--- config.mk ---
export PLATFORM = sky130hd
export DESIGN_NAME = ezpm_front
export DESIGN_NICKNAME = d
export VERILOG_FILES = /design/src/ezpm_pkg.sv /design/src/ezpm_front.sv
export SDC_FILE = /design/constraint.sdc
export NUM_CORES = 1
export LEC_CHECK = 0
export ABC_CLOCK_PERIOD_IN_PS = 4800
export BUFFER_PORTS_ARGS = -buffer_cell sky130_fd_sc_hd__buf_2
export CAP_MARGIN = 20
export CELL_PAD_IN_SITES_DETAIL_PLACEMENT = 2
export CELL_PAD_IN_SITES_GLOBAL_PLACEMENT = 2
export CORE_MARGIN = 8
export CORE_UTILIZATION = 39
export DETAILED_ROUTE_END_ITERATION = 12
export HOLD_SLACK_MARGIN = 0.02
export PLACE_DENSITY_LB_ADDON = 0.1
export SYNTH_ARGS = -nofsm -noshare
export SYNTH_HDL_FRONTEND = slang
export SYNTH_SLANG_ARGS = --single-unit
--- constraint.sdc ---
create_clock -name i_clk -period 4.8 [get_ports i_clk]
set_clock_uncertainty 0.05 [all_clocks]
set_input_delay 0.72 -clock i_clk [delete_from_list [all_inputs] [get_ports i_clk]]
set_output_delay 0.72 -clock i_clk [all_outputs]
set_load 0.1 [all_outputs]
--- src/ezpm_pkg.sv ---
// Shared types, constants and arithmetic helpers for the Euler pose matrix block.
package ezpm_pkg;

    localparam int ANGLE_WIDTH = 16;
    localparam int ANGLE_SHIFT = 33 - ANGLE_WIDTH;
    localparam int Z_W         = 35;
    localparam int XY_W        = 34;
    localparam int SC_W        = 32;
    localparam int STEPS       = 20;
    localparam int POS_W       = 32;
    localparam int ENT_W       = 16;
    localparam int S_BITS      = 3 * POS_W + 3 * ANGLE_WIDTH;
    localparam int S_W         = ((S_BITS + 7) / 8) * 8;
    localparam int M_W         = 9 * ENT_W + 3 * POS_W;
    localparam int Q_DEPTH     = 4;
    localparam int Q_AW        = 2;
    localparam int LAST_ST     = 24;

    localparam logic signed [Z_W-1:0]  HALF_PI_Q30 = 35'sd1686629713;
    localparam logic signed [Z_W-1:0]  PI_Q30      = 35'sd3373259426;
    localparam logic signed [XY_W-1:0] CORDIC_X0   = 34'sd652032874;

    typedef struct packed {
        logic signed [POS_W-1:0] pos_x;
        logic signed [POS_W-1:0] pos_y;
        logic signed [POS_W-1:0] pos_z;
        logic signed [Z_W-1:0]   z_roll;
        logic signed [Z_W-1:0]   z_pitch;
        logic signed [Z_W-1:0]   z_yaw;
        logic                    flip_roll;
        logic                    flip_pitch;
        logic                    flip_yaw;
    } t_item;

    typedef struct packed {
        logic signed [POS_W-1:0] pos_x;
        logic signed [POS_W-1:0] pos_y;
        logic signed [POS_W-1:0] pos_z;
    } t_pos;

    function automatic logic signed [Z_W-1:0] f_atan(input int i);
        logic signed [Z_W-1:0] r;
        unique case (i)
            0:  r = 35'sd843314856;
            1:  r = 35'sd497837829;
            2:  r = 35'sd263043836;
            3:  r = 35'sd133525158;
            4:  r = 35'sd67021686;
            5:  r = 35'sd33543515;
            6:  r = 35'sd16775850;
            7:  r = 35'sd8388437;
            8:  r = 35'sd4194282;
            9:  r = 35'sd2097149;
            10: r = 35'sd1048575;
            11: r = 35'sd524287;
            12: r = 35'sd262143;
            13: r = 35'sd131071;
            14: r = 35'sd65535;
            15: r = 35'sd32767;
            16: r = 35'sd16383;
            17: r = 35'sd8191;
            18: r = 35'sd4095;
            19: r = 35'sd2047;
            default: r = '0;
        endcase
        return r;
    endfunction

    function automatic logic signed [Z_W-1:0] f_reduce(input logic signed [ANGLE_WIDTH-1:0] a,
                                                         output logic flip);
        logic signed [Z_W-1:0] v;
        logic signed [Z_W-1:0] r;
        v = Z_W'(a) <<< ANGLE_SHIFT;
        flip = 1'b0;
        r = v;
        if (v > HALF_PI_Q30) begin
            r = v - PI_Q30;
            flip = 1'b1;
        end else if (v < -HALF_PI_Q30) begin
            r = v + PI_Q30;
            flip = 1'b1;
        end
        return r;
    endfunction

    // round half up from Q60 to Q14, clamp to +-1.0
    function automatic logic signed [ENT_W-1:0] f_rsat(input logic signed [63:0] v);
        logic signed [64:0] t;
        logic signed [18:0] r;
        logic signed [ENT_W-1:0] o;
        t = 65'(v) + (65'sd1 <<< 45);
        r = 19'(t >>> 46);
        if (r > 19'sd16384)
            o = 16'sd16384;
        else if (r < -19'sd16384)
            o = -16'sd16384;
        else
            o = r[ENT_W-1:0];
        return o;
    endfunction

endpackage

--- src/ezpm_front.sv ---
// Front end: range-reduces the angles and holds requests in a short queue.
module ezpm_front
    import ezpm_pkg::*;
(
    input  logic                   i_clk,
    input  logic                   i_rst_n,
    input  logic                   i_valid,
    output logic                   o_ready,
    input  logic signed [POS_W-1:0] i_pos_x,
    input  logic signed [POS_W-1:0] i_pos_y,
    input  logic signed [POS_W-1:0] i_pos_z,
    input  logic signed [ANGLE_WIDTH-1:0] i_roll,
    input  logic signed [ANGLE_WIDTH-1:0] i_pitch,
    input  logic signed [ANGLE_WIDTH-1:0] i_yaw,
    output logic                   o_vld,
    output t_item                  o_item,
    input  logic                   i_pop
);

    t_item             r_q [0:Q_DEPTH-1];
    logic [Q_AW-1:0]   r_wr, r_rd;
    logic [Q_AW:0]     r_cnt;
    t_item             n_item;
    logic              fr, fp, fy;
    logic              push, pop;

    always_comb begin
        n_item.pos_x      = i_pos_x;
        n_item.pos_y      = i_pos_y;
        n_item.pos_z      = i_pos_z;
        n_item.z_roll     = f_reduce(i_roll, fr);
        n_item.z_pitch    = f_reduce(i_pitch, fp);
        n_item.z_yaw      = f_reduce(i_yaw, fy);
        n_item.flip_roll  = fr;
        n_item.flip_pitch = fp;
        n_item.flip_yaw   = fy;
    end

    assign o_ready = (r_cnt != (Q_AW+1)'(Q_DEPTH));
    assign o_vld   = (r_cnt != '0);
    assign o_item  = r_q[r_rd];
    assign push    = i_valid & o_ready;
    assign pop     = i_pop & o_vld;

    always_ff @(posedge i_clk) begin
        if (push) begin
            r_q[r_wr] <= n_item;
        end
    end

    always_ff @(posedge i_clk) begin
        if (!i_rst_n) begin
            r_wr  <= '0;
            r_rd  <= '0;
            r_cnt <= '0;
        end else begin
            if (push) r_wr <= r_wr + 1'b1;
            if (pop)  r_rd <= r_rd + 1'b1;
            if (push && !pop)
                r_cnt <= r_cnt + 1'b1;
            else if (pop && !push)
                r_cnt <= r_cnt - 1'b1;
        end
    end

endmodule

==> metrics.cfg <==
[routing]
vias_per_cell = 5.19
drc = 0
routed_wl_um = 63800
vias = 12800
route.detailed.wl_per_inst_um = 25.9
postRouteAntennaNets = 0
dr.pass1.iters = 5
drtIter0Drc = 726

[sta]
fmax_ghz = 0.276
finalHoldViolations = 0
post-route-period-util_pct = 75.4
setup_violations = 0
tns_ns = 0
drv_slew = 0
rsz0062_at_grt = false
min_period_ns = 3.62
maxSlewHeadroom_pct = 35.9
worst_pin_slew_ns = 0.958

[floorplanning]
die_h_um = 271
fp-row-count = 93
initial_utilization_pct = 39.4
pin_count = 354
die-area_um2 = 73200
die_w_um = 271
coreArea_um2 = 64200

[critical_path]
worstPathArrival_ns = 2.85
worstPathRequired_ns = 4.03
critical_path.max_fanout = 35
cp-start-kind = flop
r2r_start = r_cnt[0]
end_kind = output pin
crit_type = reg2out

[clocking]
cts_tree = done
cts_hold_buf = 0
clock-sinks = 633
postCtsSetupBuffers = 0
htree_levels = 3
cts.path.max_buffers = 3
clk_latency_ns = 0.58
cts_buffers = 70
cts_root_buf = clkbuf_16
ctsResizeCount = 0
cts.clk_slew.worst_paths_ns = 0.06

[layout]
finish.utilization_pct = 46.5
finish.instance_area_um2 = 29900
drive_gt1_share_pct = 39.7
layout_common_cells = edfxtp_1 (624), buf_2 (350), mux4_2 (156)
final_common_cell = edfxtp_1
nets = 1720
syn_to_final_growth_pct = 18.1
layout.cells.non_filler = 2462

[yosys]
synth_warnings = 0
yosysUniqueCellTypes = 68
synth_top_cell_area_share_pct = 74.1
synth_edf_count = 624
ys.flop_type = edfxtp_1
ys_seq_area_share_pct = 74.8
ys_ff_latch = 633
syn_area_per_cell_um2 = 20.7
netlist_top_cells_area = edfxtp_1 (74%), mux4_2 (14%), buf_4 (1.4%)
ys_async_sr_fraction_pct = 0
mappedNetlistArea_um2 = 25300
synth_top_cell_by_area = edfxtp_1
synthCells = 1221

[hold_path]
hp-start = i_pos_z[3]
hp-class = in2reg

[place]
dpl.cell_count = 2337
portBuffers = 350
globalplace.congestion = 0.742
placed_cell_area_um2 = 27800
hpwl_um = 42300

[global_route]
grt_antenna_before_repair = 7
grt_util_all_layers_pct = 17.3
grt_pass1_wl_um = 96400
grt_max_degree = 78
grt-ovfl-total = 0
grt_pass1_vias = 14600

[outcome]
status = finished, final reports clean

[run]
cap_violations = 0

kinds of logic (layout without fill, tap and decap cells):
kind of cell / after synthesis / after routing / share of synthesized area, %
flip-flops: 633 / 633 / 74.8
multiplexers: 158 / 158 / 14.0
buffers and inverters: 145 / 525 / 3.10
AND/OR/NAND/NOR: 113 / 113 / 2.28
AO/OA/AOI/OAI: 104 / 104 / 3.20
XOR/XNOR: 49 / 49 / 1.70
adder cells (fa/ha/maj): 18 / 18 / 0.920
other: 1 / 7 / 0.0148
sequential cells by signal (all words and copies together), names as in the netlist, named ones only:
name,count
r_wr,2
r_cnt,3
r_rd,2
r_q,624
final timing paths:
check,slack [ns],cells past startpoint,to
worst max-delay path,1.18,3,o_item[77]
worst min-delay path,0.30,1,r_q[1][111]
worst max register to register,2.36,9,r_cnt[2]
worst min register to register,0.48,2,r_cnt[2]
Yosys cell counts (all sizes together), types with 3 or more instances:
cell type	instances
nand2b	5
xnor2	27
a32oi	3
nor3	11
a211o	3
nor3b	4
o31ai	7
o211ai	4
nand3	5
a21oi	18
edfxtp	624
clkbuf	36
nor2b	6
and2	7
ha	17
o32ai	4
inv	29
nand2	31
or3	5
mux4	156
nor2	24
o31a	4
xor2	22
nand4b	4
o41a	4
a31oi	9
o22ai	7
o21ai	13
buf	80
dfxtp	9
and3	8
worst max-delay path: stages, from the launching register on:
cell	delay (ns)
dfxtp_4	0.86
buf_12	0.36
mux4_2	0.63
buf_2	0.33
layer usage:
layer / GRT usage (%) / share of wire (%) / up-vias
li1: - / - / 5616
met1: 21.5 / 42 / 6780
met2: 29.8 / 51 / 300
met3: 4.30 / 5.5 / 84
met4: 4.68 / 1.9 / 6
met5: 0 / 0.055 / -
stage by stage:
stage / hold slack [ns] / setup slack (ns)
after floorplan: 0.422 / 1.07
final: 0.297 / 1.18
after global routing: 0.272 / 0.971
after global placement: 0.448 / 1.61
after detailed placement: 0.467 / 1.55
after CTS: 0.247 / 1.05
area by class of cell:
type	instances	area [µm²]
clock buffers	92	1860
repair buffers	375	2090
multi-input cells	445	5610
diodes	4	10.0
well taps	855	1070
clock inverters	29	175
fillers	5984	34400
flip-flops and latches	633	18900
inverters	29	114
Power is left out: the tool's default activity adds up to more than one toggle a clock period on the data nets, which glitch-free logic cannot reach.
